**src/hdl/efra_pkg.sv**
```systemverilog
package efra_pkg;

  localparam int ROOMS      = 16;
  localparam int COUNT_BITS = 20;
  localparam int ROOM_W     = (ROOMS > 1) ? $clog2(ROOMS) : 1;
  localparam int TIME_W     = 48;
  localparam int IN_TIME_W  = 32;
  localparam int CFG_W      = 5;

  localparam logic [TIME_W-1:0]     TIME_MAX  = '1;
  localparam logic [COUNT_BITS-1:0] COUNT_MAX = '1;

  typedef struct packed {
    logic [IN_TIME_W-1:0] start_time;
    logic [IN_TIME_W-1:0] end_time;
    logic                 first_of_set;
  } in_item_t;

  typedef struct packed {
    logic [3:0]        room_index;
    logic [TIME_W-1:0] actual_start;
    logic [TIME_W-1:0] actual_end;
    logic              delayed;
    logic [3:0]        busiest_room;
    logic              overflow;
  } out_item_t;

  // Program steps of the sequencer.
  typedef enum logic [2:0] {
    S_IDLE = 3'd0,
    S_SCAN = 3'd1,
    S_CALC = 3'd2,
    S_UPD  = 3'd3,
    S_EMIT = 3'd4
  } step_e;

  // Jump conditions: the sequencer stays on the current step until the
  // condition allows the jump to the target step.
  typedef enum logic [1:0] {
    C_ALWAYS   = 2'd0,
    C_IN_ITEM  = 2'd1,
    C_SCAN_END = 2'd2,
    C_OUT_FREE = 2'd3
  } cond_e;

  typedef struct packed {
    cond_e cond;
    step_e target;
    logic  ld_item;
    logic  scan;
    logic  calc;
    logic  upd;
    logic  emit;
  } ctl_t;

  typedef struct packed {
    logic in_fire;
    logic scan_more;
    logic out_free;
  } stat_t;

  // Control store.
  function automatic ctl_t ucode(step_e pc);
    ctl_t cw;
    cw = '{cond: C_ALWAYS, target: S_IDLE, default: 1'b0};
    unique case (pc)
      S_IDLE: begin
        cw.cond    = C_IN_ITEM;
        cw.target  = S_SCAN;
        cw.ld_item = 1'b1;
      end
      S_SCAN: begin
        cw.cond   = C_SCAN_END;
        cw.target = S_CALC;
        cw.scan   = 1'b1;
      end
      S_CALC: begin
        cw.cond   = C_ALWAYS;
        cw.target = S_UPD;
        cw.calc   = 1'b1;
      end
      S_UPD: begin
        cw.cond   = C_ALWAYS;
        cw.target = S_EMIT;
        cw.upd    = 1'b1;
      end
      S_EMIT: begin
        cw.cond   = C_OUT_FREE;
        cw.target = S_IDLE;
        cw.emit   = 1'b1;
      end
      default: begin
        cw.cond   = C_ALWAYS;
        cw.target = S_IDLE;
      end
    endcase
    return cw;
  endfunction

endpackage

```
**src/hdl/earliest_free_room_allocator.sv**
```systemverilog
// Books each request into the lowest-numbered free room, or into the room
// that frees first, and reports the busiest room so far. An item goes
// through these steps in order: the block takes it, then the scan walks
// the state of each room in use through its single read port, then the
// block computes the times, writes the chosen room back and loads the
// result register. A room count of zero scans one room and a count above
// sixteen scans sixteen. The load waits while an earlier result is still
// stalled downstream, which adds that wait to the item. The next item is
// taken as soon as the result is loaded, even while that result still
// waits downstream. Writes to room_count are taken at any time and are
// meant only while the block is idle.
module earliest_free_room_allocator (
  input  logic                                 clk_i,
  input  logic                                 rst_ni,
  input  logic                                 in_valid_i,
  output logic                                 in_stall_o,
  input  efra_pkg::in_item_t                   in_data_i,
  output logic                                 out_valid_o,
  input  logic                                 out_stall_i,
  output efra_pkg::out_item_t                  out_data_o,
  input  logic                                 cfg_valid_i,
  output logic                                 cfg_ready_o,
  input  logic [efra_pkg::CFG_W-1:0]           cfg_data_i
);
  import efra_pkg::*;

  logic [CFG_W-1:0]  room_count_q;
  logic [ROOM_W-1:0] last_room;
  ctl_t              ctl;
  stat_t             stat;

  assign cfg_ready_o = 1'b1;

  always_ff @(posedge clk_i or negedge rst_ni) begin
    if (!rst_ni) begin
      room_count_q <= CFG_W'(ROOMS);
    end else if (cfg_valid_i) begin
      room_count_q <= cfg_data_i;
    end
  end

  // Zero rooms acts as one, and counts beyond the built rooms are clipped.
  always_comb begin
    if (room_count_q == '0) begin
      last_room = '0;
    end else if (int'(room_count_q) > ROOMS) begin
      last_room = ROOM_W'(ROOMS - 1);
    end else begin
      last_room = ROOM_W'(room_count_q - CFG_W'(1));
    end
  end

  efra_seq u_seq (
    .clk_i  (clk_i),
    .rst_ni (rst_ni),
    .stat_i (stat),
    .ctl_o  (ctl)
  );

  efra_dp u_dp (
    .clk_i       (clk_i),
    .rst_ni      (rst_ni),
    .ctl_i       (ctl),
    .stat_o      (stat),
    .last_room_i (last_room),
    .in_valid_i  (in_valid_i),
    .in_stall_o  (in_stall_o),
    .in_data_i   (in_data_i),
    .out_valid_o (out_valid_o),
    .out_stall_i (out_stall_i),
    .out_data_o  (out_data_o)
  );

endmodule

```
**src/hdl/efra_seq.sv**
```systemverilog
module efra_seq (
  input  logic           clk_i,
  input  logic           rst_ni,
  input  efra_pkg::stat_t stat_i,
  output efra_pkg::ctl_t  ctl_o
);
  import efra_pkg::*;

  step_e pc_q, pc_d;
  ctl_t  cw;
  logic  go;

  assign cw    = ucode(pc_q);
  assign ctl_o = cw;

  always_comb begin
    unique case (cw.cond)
      C_ALWAYS:   go = 1'b1;
      C_IN_ITEM:  go = stat_i.in_fire;
      C_SCAN_END: go = !stat_i.scan_more;
      C_OUT_FREE: go = stat_i.out_free;
      default:    go = 1'b1;
    endcase
    pc_d = go ? cw.target : pc_q;
  end

  always_ff @(posedge clk_i or negedge rst_ni) begin
    if (!rst_ni) begin
      pc_q <= S_IDLE;
    end else begin
      pc_q <= pc_d;
    end
  end

endmodule

```
**src/hdl/efra_dp.sv**
```systemverilog
module efra_dp (
  input  logic                          clk_i,
  input  logic                          rst_ni,
  input  efra_pkg::ctl_t                ctl_i,
  output efra_pkg::stat_t               stat_o,
  input  logic [efra_pkg::ROOM_W-1:0]   last_room_i,
  input  logic                          in_valid_i,
  output logic                          in_stall_o,
  input  efra_pkg::in_item_t            in_data_i,
  output logic                          out_valid_o,
  input  logic                          out_stall_i,
  output efra_pkg::out_item_t           out_data_o
);
  import efra_pkg::*;

  // Room state. An entry whose valid bit is clear reads as zero.
  logic [TIME_W-1:0]     ft_q  [ROOMS];
  logic [COUNT_BITS-1:0] cnt_q [ROOMS];
  logic [ROOMS-1:0]      vld_q;

  logic [IN_TIME_W-1:0]  start_q;
  logic [IN_TIME_W-1:0]  dur_q;
  logic [ROOM_W-1:0]     idx_q;
  logic                  found_q;
  logic [ROOM_W-1:0]     room_q;
  logic [ROOM_W-1:0]     earl_q;
  logic [TIME_W-1:0]     etime_q;
  logic [ROOM_W-1:0]     best_q;
  logic [COUNT_BITS-1:0] bcnt_q;
  logic [ROOM_W-1:0]     sel_q;
  logic [TIME_W-1:0]     act_start_q;
  logic [TIME_W-1:0]     act_end_q;
  logic                  delayed_q;
  logic                  ovf_q;
  logic                  out_valid_q;
  out_item_t             out_q;

  logic                  in_fire;
  logic                  out_free;
  logic [ROOM_W-1:0]     rd_addr;
  logic [TIME_W-1:0]     rd_ft;
  logic [COUNT_BITS-1:0] rd_cnt;
  logic [TIME_W-1:0]     calc_start;
  logic [TIME_W:0]       calc_sum;
  logic                  cnt_sat;
  logic [COUNT_BITS-1:0] new_cnt;
  logic [ROOM_W-1:0]     new_best;

  assign in_stall_o  = !ctl_i.ld_item;
  assign in_fire     = in_valid_i && ctl_i.ld_item;
  assign out_free    = !out_valid_q || !out_stall_i;
  assign out_valid_o = out_valid_q;
  assign out_data_o  = out_q;

  assign stat_o = '{in_fire: in_fire, scan_more: (idx_q != last_room_i), out_free: out_free};

  // One read port: the scan index, or the chosen room during write-back.
  assign rd_addr = ctl_i.upd ? sel_q : idx_q;
  assign rd_ft   = vld_q[rd_addr] ? ft_q[rd_addr] : '0;
  assign rd_cnt  = vld_q[rd_addr] ? cnt_q[rd_addr] : '0;

  assign calc_start = found_q ? TIME_W'(start_q) : etime_q;
  assign calc_sum   = {1'b0, calc_start} + (TIME_W + 1)'(dur_q);

  assign cnt_sat = (rd_cnt == COUNT_MAX);
  assign new_cnt = cnt_sat ? COUNT_MAX : rd_cnt + COUNT_BITS'(1);

  // Only the chosen room's count grows, so the busiest room is either the
  // one found during the scan or the chosen room.
  always_comb begin
    new_best = best_q;
    if (sel_q != best_q) begin
      if (new_cnt > bcnt_q || (new_cnt == bcnt_q && sel_q < best_q)) begin
        new_best = sel_q;
      end
    end
  end

  always_ff @(posedge clk_i or negedge rst_ni) begin
    if (!rst_ni) begin
      vld_q <= '0;
    end else if (in_fire && in_data_i.first_of_set) begin
      vld_q <= '0;
    end else if (ctl_i.upd) begin
      vld_q[sel_q] <= 1'b1;
    end
  end

  always_ff @(posedge clk_i) begin
    if (ctl_i.upd) begin
      ft_q[sel_q]  <= act_end_q;
      cnt_q[sel_q] <= new_cnt;
    end
  end

  always_ff @(posedge clk_i) begin
    if (in_fire) begin
      start_q <= in_data_i.start_time;
      dur_q   <= (in_data_i.end_time > in_data_i.start_time)
                 ? in_data_i.end_time - in_data_i.start_time : '0;
      idx_q   <= '0;
      found_q <= 1'b0;
    end
    if (ctl_i.scan) begin
      if (!found_q && rd_ft <= TIME_W'(start_q)) begin
        room_q  <= idx_q;
        found_q <= 1'b1;
      end
      if (idx_q == '0 || rd_ft < etime_q) begin
        earl_q  <= idx_q;
        etime_q <= rd_ft;
      end
      if (idx_q == '0 || rd_cnt > bcnt_q) begin
        best_q <= idx_q;
        bcnt_q <= rd_cnt;
      end
      idx_q <= idx_q + ROOM_W'(1);
    end
    if (ctl_i.calc) begin
      sel_q       <= found_q ? room_q : earl_q;
      act_start_q <= calc_start;
      act_end_q   <= calc_sum[TIME_W] ? TIME_MAX : calc_sum[TIME_W-1:0];
      ovf_q       <= calc_sum[TIME_W];
      delayed_q   <= !found_q;
    end
    if (ctl_i.upd) begin
      best_q <= new_best;
      ovf_q  <= ovf_q | cnt_sat;
    end
    if (ctl_i.emit && out_free) begin
      out_q.room_index   <= 4'(sel_q);
      out_q.actual_start <= act_start_q;
      out_q.actual_end   <= act_end_q;
      out_q.delayed      <= delayed_q;
      out_q.busiest_room <= 4'(best_q);
      out_q.overflow     <= ovf_q;
    end
  end

  always_ff @(posedge clk_i or negedge rst_ni) begin
    if (!rst_ni) begin
      out_valid_q <= 1'b0;
    end else if (ctl_i.emit && out_free) begin
      out_valid_q <= 1'b1;
    end else if (!out_stall_i) begin
      out_valid_q <= 1'b0;
    end
  end

endmodule

```
**config.mk**
```make
export PLATFORM = sky130hd
export DESIGN_NAME = earliest_free_room_allocator
export DESIGN_NICKNAME = d
export VERILOG_FILES = /design/src/hdl/efra_pkg.sv /design/src/hdl/earliest_free_room_allocator.sv /design/src/hdl/efra_seq.sv /design/src/hdl/efra_dp.sv
export SDC_FILE = /design/constraint.sdc
export NUM_CORES = 2
export LEC_CHECK = 0
export BUFFER_PORTS_ARGS = -buffer_cell sky130_fd_sc_hd__buf_4
export CAP_MARGIN = 40
export CORE_AREA = 3 3 364 366
export CTS_CLUSTER_SIZE = 40
export DETAILED_ROUTE_END_ITERATION = 6
export DIE_AREA = 0 0 367 369
export PLACE_DENSITY = 0.69
export SLEW_MARGIN = 20
export SYNTH_ARGS = -nofsm -noshare
export SYNTH_HDL_FRONTEND = slang
export SYNTH_SLANG_ARGS = --single-unit
```
**constraint.sdc**
```tcl
create_clock -name clk_i -period 10 [get_ports clk_i]
set_input_delay 1 -clock clk_i [delete_from_list [all_inputs] [get_ports clk_i]]
set_output_delay 1 -clock clk_i [all_outputs]
set_load 0.01 [all_outputs]
```
# Word-level counts from Yosys, hierarchy flattened
# Memory sizes are Yosys's and may differ from the RTL's.
# Index checks and enable logic that the tools add are counted.
word_totals:
  ram_bits: 1088
  n_memories: 2
  elab_cells: 122
  in_bits: 75
  regBits: 382
  output_inout_bits: 109
memory_table:
  columns: ["memory", "words", "word_bits", "read_ports", "rd_clocked_by_memory_dff", "wr", "line", "source"]
  rows:
  - ["u_dp.ft_q", 16, 48, 1, 0, 1, "efra_dp.sv:17", "logic [TIME_W-1:0] ft_q [ROOMS];"]
  - ["u_dp.cnt_q", 16, 20, 1, 0, 1, "efra_dp.sv:18", "logic [COUNT_BITS-1:0] cnt_q [ROOMS];"]
op_classes:
  n_lt_le_gt_ge: 10
  bitwise_logic: 2
  add_sub_neg: 5
  n_reduce_logical: 28
  n_eq_ne: 14
  mux: 37
op_table:
  columns: ["cell", "count"]
  rows:
  - ["48-bit two-way mux", 2]
  - ["48-bit by 32-bit adder with 49-bit output", 1]
  - ["48-bit by 32-bit less-or-equal comparator with 1-bit output", 1]
  - ["48-bit less-than comparator", 1]
  - ["4-bit two-way mux", 11]
  - ["20-bit > comparator", 2]
  - ["20-bit two-way mux", 2]
  - ["32-bit > comparator", 1]
  - ["16-bit two-way mux", 2]
  - ["32-bit subtractor", 1]
  - ["5-bit case mux with 5 select lines", 1]
  - ["20-bit by 1-bit adder with 20-bit output (second input constant)", 1]
  - ["20-bit == test", 1]
  - ["20-bit == test (second input constant)", 1]
  - ["1-bit two-way mux", 16]
  - ["16-bit OR", 1]
  - ["4-bit by 5-bit less-than comparator with 1-bit output (second input constant)", 2]
  - ["2-bit nonzero test", 5]
  - ["4-bit != test", 2]
  - ["3-bit by 2-bit == test with 1-bit output (second input constant)", 2]
  - ["1-bit logical AND", 6]
  - ["2-bit AND reduction", 3]
  - ["5-bit > comparator (second input constant)", 1]
  - ["1-bit logical NOT", 5]
  - ["other kinds (20)", 25]

# Logic depth before layout (Yosys ltp)
depth:
  depth_word: 14
  ltp_mapped: 30
  depth_no_buf: 25

# Cells and area by module
# From an unflattened synthesis, not the netlist that was laid out.
hier_totals:
  cells_unflattened: 4866
  area_unflattened_um2: 64292.9
modules_own_cells:
  columns: ["module", "n_inst", "cells_each", "seq_area_each_um2", "area_per_inst_um2"]
  rows:
  - ["efra_dp", 1, 4806, 43807.0, 63712.4]
  - ["earliest_free_room_allocator", 1, 34, 126.4, 317.8]
  - ["efra_seq", 1, 26, 75.1, 262.8]

# Worst setup path after synthesis
# No wires, ideal clock.
synth_timing:
  path_type: "reg-to-reg"
  startpoint: "reg u_dp.sel_q[0]"
  endpoint: "mem u_dp.cnt_q[4][0] (enable)"
  required_ns: 9.335
  synth_period_minus_slack_ns: 8.236
  path_stages_with_launch: 5
  setup_time_ns: 0.665
  arrival_time_ns: 7.570
  n_path_buf: 3
  path_slack_ns: 1.764
  cell_sequence: "edfxtp_1 buf_6 buf_4 buf_1 nor4_1"
synth_lines:
  columns: ["item", "line", "source"]
  rows:
  - ["start, declared", "efra_dp.sv:30", "logic [ROOM_W-1:0] sel_q;"]
  - ["start signal, assigned", "efra_dp.sv:120", "sel_q <= found_q ? room_q : earl_q;"]
  - ["end, declared", "efra_dp.sv:18", null]
# Straight into the memory's write port.

# Worst setup path after layout
layout_timing:
  startpoint: "reg u_dp.sel_q[0]"
  endpoint: "reg u_dp.best_q[2] (enable)"
layout_between:
  elab_chain_len: 11
  elab_cells_between_ends: 20
  classes_between: "1 x add/sub; 3 x order compare; 5 x eq/ne; 5 x mux; 5 x reduce/logical; 1 x memory"
layout_lines:
  columns: ["item", "line", "source"]
  rows:
  - ["4-bit two-way mux (*)", "efra_dp.sv:58", "assign rd_addr = ctl_i.upd ? sel_q : idx_q;"]
  - ["1-bit binary-select mux with 4-bit select", "efra_dp.sv:60", "assign rd_cnt = vld_q[rd_addr] ? cnt_q[rd_addr] : '0;"]
  - ["1-bit two-way mux (implied by the code)", "efra_dp.sv:60", null]
  - ["20-bit two-way mux (*)", "efra_dp.sv:60", null]
  - ["named net u_dp.rd_cnt[0]", "efra_dp.sv:42", "logic [COUNT_BITS-1:0] rd_cnt;"]
  - ["20-bit by 1-bit adder with 20-bit output or 20-bit == test (tied branches)", "efra_dp.sv:66, efra_dp.sv:65", null]
  - ["20-bit two-way mux (*)", "efra_dp.sv:66", "assign new_cnt = cnt_sat ? COUNT_MAX : rd_cnt + COUNT_BITS'(1);"]
  - ["named net u_dp.new_cnt[5]", "efra_dp.sv:46", "logic [COUNT_BITS-1:0] new_cnt;"]
  - ["branches (longest 2 deep; another with 20-bit > comparator)", null, null]
  - ["1-bit logical OR (*)", "efra_dp.sv:73", "if (new_cnt > bcnt_q || (new_cnt == bcnt_q && sel_q < best_q)) begin"]
  - ["2-bit != test (no line) (*)", null, null]
  - ["4-bit AND reduction (no line) (*)", null, null]
  - ["end signal, assigned", "efra_dp.sv:114", "best_q <= idx_q;"]
  - ["end signal, assigned", "efra_dp.sv:127", "best_q <= new_best;"]
  - ["end, declared", "efra_dp.sv:28", "logic [ROOM_W-1:0] best_q;"]
# Mark *: on every way through the listed nets, which the timed path passes. The select of a mux whose other input is x is not followed.
# A chain may end at the register's enable or synchronous reset.

==> out/qor.yml <==
cp-endpoint: "u_dp.best_q[2]"
reg2reg_slack_ps: 2290
cp_data_arrival_time_ps: 8250
clk_pin_slew_worst_paths_ps: 60
crit_slowest_cell: "buf_4"
synth_edf_count: 1444
hp-class: "input port to async pin"
reg2regPathDepth: 28
fin_worst_skew_ps: 27.0
critPathKind: "flip-flop to flip-flop"
vias: 41600
fillerInstances: 10300
drt_first_pass_iters: 6
intPower_uw: 14000
pwr-share-comb_pct: 38.2
gp_congestion: 0.929
synthCells: 4850
setup_viol: 0
post-route-min-period_ps: 7710
cts_setup_buffers: 0
via_per_inst: 6.02
setup_tns_ps: 0
grt_usage_pct: 25.6
ir_drop_uv: 244
seq_area_mm2: 0.0440
drv_slew: 0
ys_warn_count: 0
cp.depth: 28
cts.sinks: 1470
worst_pin_slew_ps: 863
die_w_um: 367
ant_nets: 0
layoutNonFillerInstCount: 6917
numCtsBuffers: 152
max-slew-margin-rel_pct: 41.8
antenna_found_initial: 4
worstSetupEndpointType: "flip-flop"
grt_max_degree: 178
power_density_mw_per_mm2: 312
slowest_delay_ps: 690
p_seq_share_pct: 37.5
critPathMaxFanout: 177
drv_cap: 0
core_area_mm2: 0.129
multi_input_area_mm2: 0.0187
grt_pass1_vias: 40100
hold_buffers: 0
period_share_pct: 77.1
crit_start: "u_dp.sel_q[0]"
drt_iter0_drc: 4667
dp_hpwl_um: 108000
static-leakage-power_uw: 0.0277
p_sw_share_pct: 38.7
die_area_mm2: 0.135
io_pins: 184
synth.avg_cell_area_um2: 13.3
clockBufferDepth: 3
layout_common_cells: "edfxtp_1 (1444), nand2_1 (847), nand3_1 (299)"
overflow: 0
r2r_start: "u_dp.sel_q[0]"
wl_per_cell_um: 25.5
dp_cells: 6627
async_flop_share_pct: 1.70
yosysUniqueCellTypes: 87
initial_core_util_pct: 49.9
cts_resized: 0
final_common_cell: "edfxtp_1"
root_buffer: "clkbuf_16"
crit_family: "compound AO/OA/AOI/OAI gates"
die_y_um: 369
grt_first_pass_wirelength_um: 259000
reg2reg_to: "u_dp.best_q[2]"
drive_gt1_share_pct: 11.6
startpoint_type: "flip-flop"
ys_ff_latch: 1470
drc_errors: 0
cts_tree: "yes"
status: "complete, no violations"
rsz0062_at_grt: "no"
rows: 132
critPathRequiredTime_ps: 10540
diodes: 0
fmax_mhz: 130
pwr-share-clk_pct: 24.3
p_sw_uw: 8850
insertion_delay_ps: 790
hold_viol_final: 0
synthesis.nets: 5117
synth-main-ff-cell: "edfxtp_1"
nNetsFinal: 5318
portBuffers: 182
synthesis.area_mm2: 0.0647
yosysSeqAreaShare_pct: 68.1
area_delta_synth_final_pct: 13.5
cts-htree-levels: 4
finalPower_uw: 22900
wl_um: 176000
cp.buffers_inverters: 6
## cell families after synthesis
group                    synth area share, %
multiplexers                            4.89
other                                0.00580
XOR/XNOR                               0.880
AO/OA/AOI/OAI                           8.16
adder cells (fa/ha/maj)                 3.77
flip-flops                              68.1
AND/OR/NAND/NOR                         10.9
buffers and inverters                   3.31
## synth_stat cells (28+ instances only)
library cell	number	area, µm²
edfxtp_1	1444	43400
nand2_1	847	3180
nand3_1	300	1500
mux2i_1	290	2900
inv_1	234	878
ha_1	190	2380
a211oi_1	172	1290
nor2_1	136	510
clkbuf_1	135	507
a311oi_1	103	902
o21ai_0	97	485
a21oi_1	86	430
and3_1	75	469
a21o_1	72	541
buf_2	63	315
a31oi_1	52	325
nor3_1	52	260
nand4_1	37	231
xnor2_1	37	324
o21a_1	28	210
xor2_1	28	245
## layer usage
metal  share of wire, %  GRT usage, %  vias to the layer above
li1                   -             -                    18600
met1                 39          33.3                    20700
met2                 49          42.7                     1932
met3                8.2          3.89                      361
met4                4.5          11.5                        4
met5              0.015             0                        -
## worst min-delay path by stage
stage	depth (start not counted)	slack, ps	start	endpoint
after global routing	1	120	rst_ni	u_dp.out_valid_o
final	1	130	rst_ni	u_dp.out_valid_o
after global placement	0	410	u_dp.act_start_q[45]	u_dp.out_data_o[99]
after CTS	1	90	rst_ni	room_count_q[1]
after detailed placement	0	400	u_dp.act_start_q[20]	u_dp.out_data_o[74]
after floorplan	0	400	u_dp.act_start_q[46]	u_dp.out_data_o[100]
## sequential cells by signal, indices dropped and copies added (netlist names), 5 cells and up
name and cells:
u_dp.cnt_q 320, u_dp.vld_q 16, u_dp.bcnt_q 20, u_dp.out_data_o 106, u_dp.dur_q 32, u_dp.act_start_q 48
u_dp.start_q 32, u_dp.ft_q 768, u_dp.etime_q 48, u_dp.act_end_q 48, room_count_q 5
## cell type report
class	instances	share of cell area [%]
tap	1742	2.97
clock buffer	178	5.34
timing repair buffer	306	3.65
multi-input combinational	2883	25.5
clock inverter	100	1.31
inverter	238	1.25
sequential	1470	59.9
## power by group through the flow
| stage | Combinational [µW] | Sequential [µW] | Clock, µW |
|---|---|---|---|
| floorplan | 5730 | 8500 | 0 |
| detailed placement | 8600 | 8700 | 0 |
| global placement | 8360 | 8690 | 0 |
| CTS | 8640 | 8580 | 5640 |
| global route | 9460 | 8640 | 5880 |
| finish | 8740 | 8580 | 5560 |
## metrics by stage
stage                     worst slack [ps]  area (µm²)  hold slack, ps  util [%]
final                                 2290       73400             130      56.7
after CTS                             1800       73200            89.7      56.6
after global routing                  1810       73400             124      56.7
after floorplan                       1760       64700             400         -
after global placement                1980       67900             405      52.4
after detailed placement              1840       68300             405      52.8
Power figures use the tool's default switching activity.
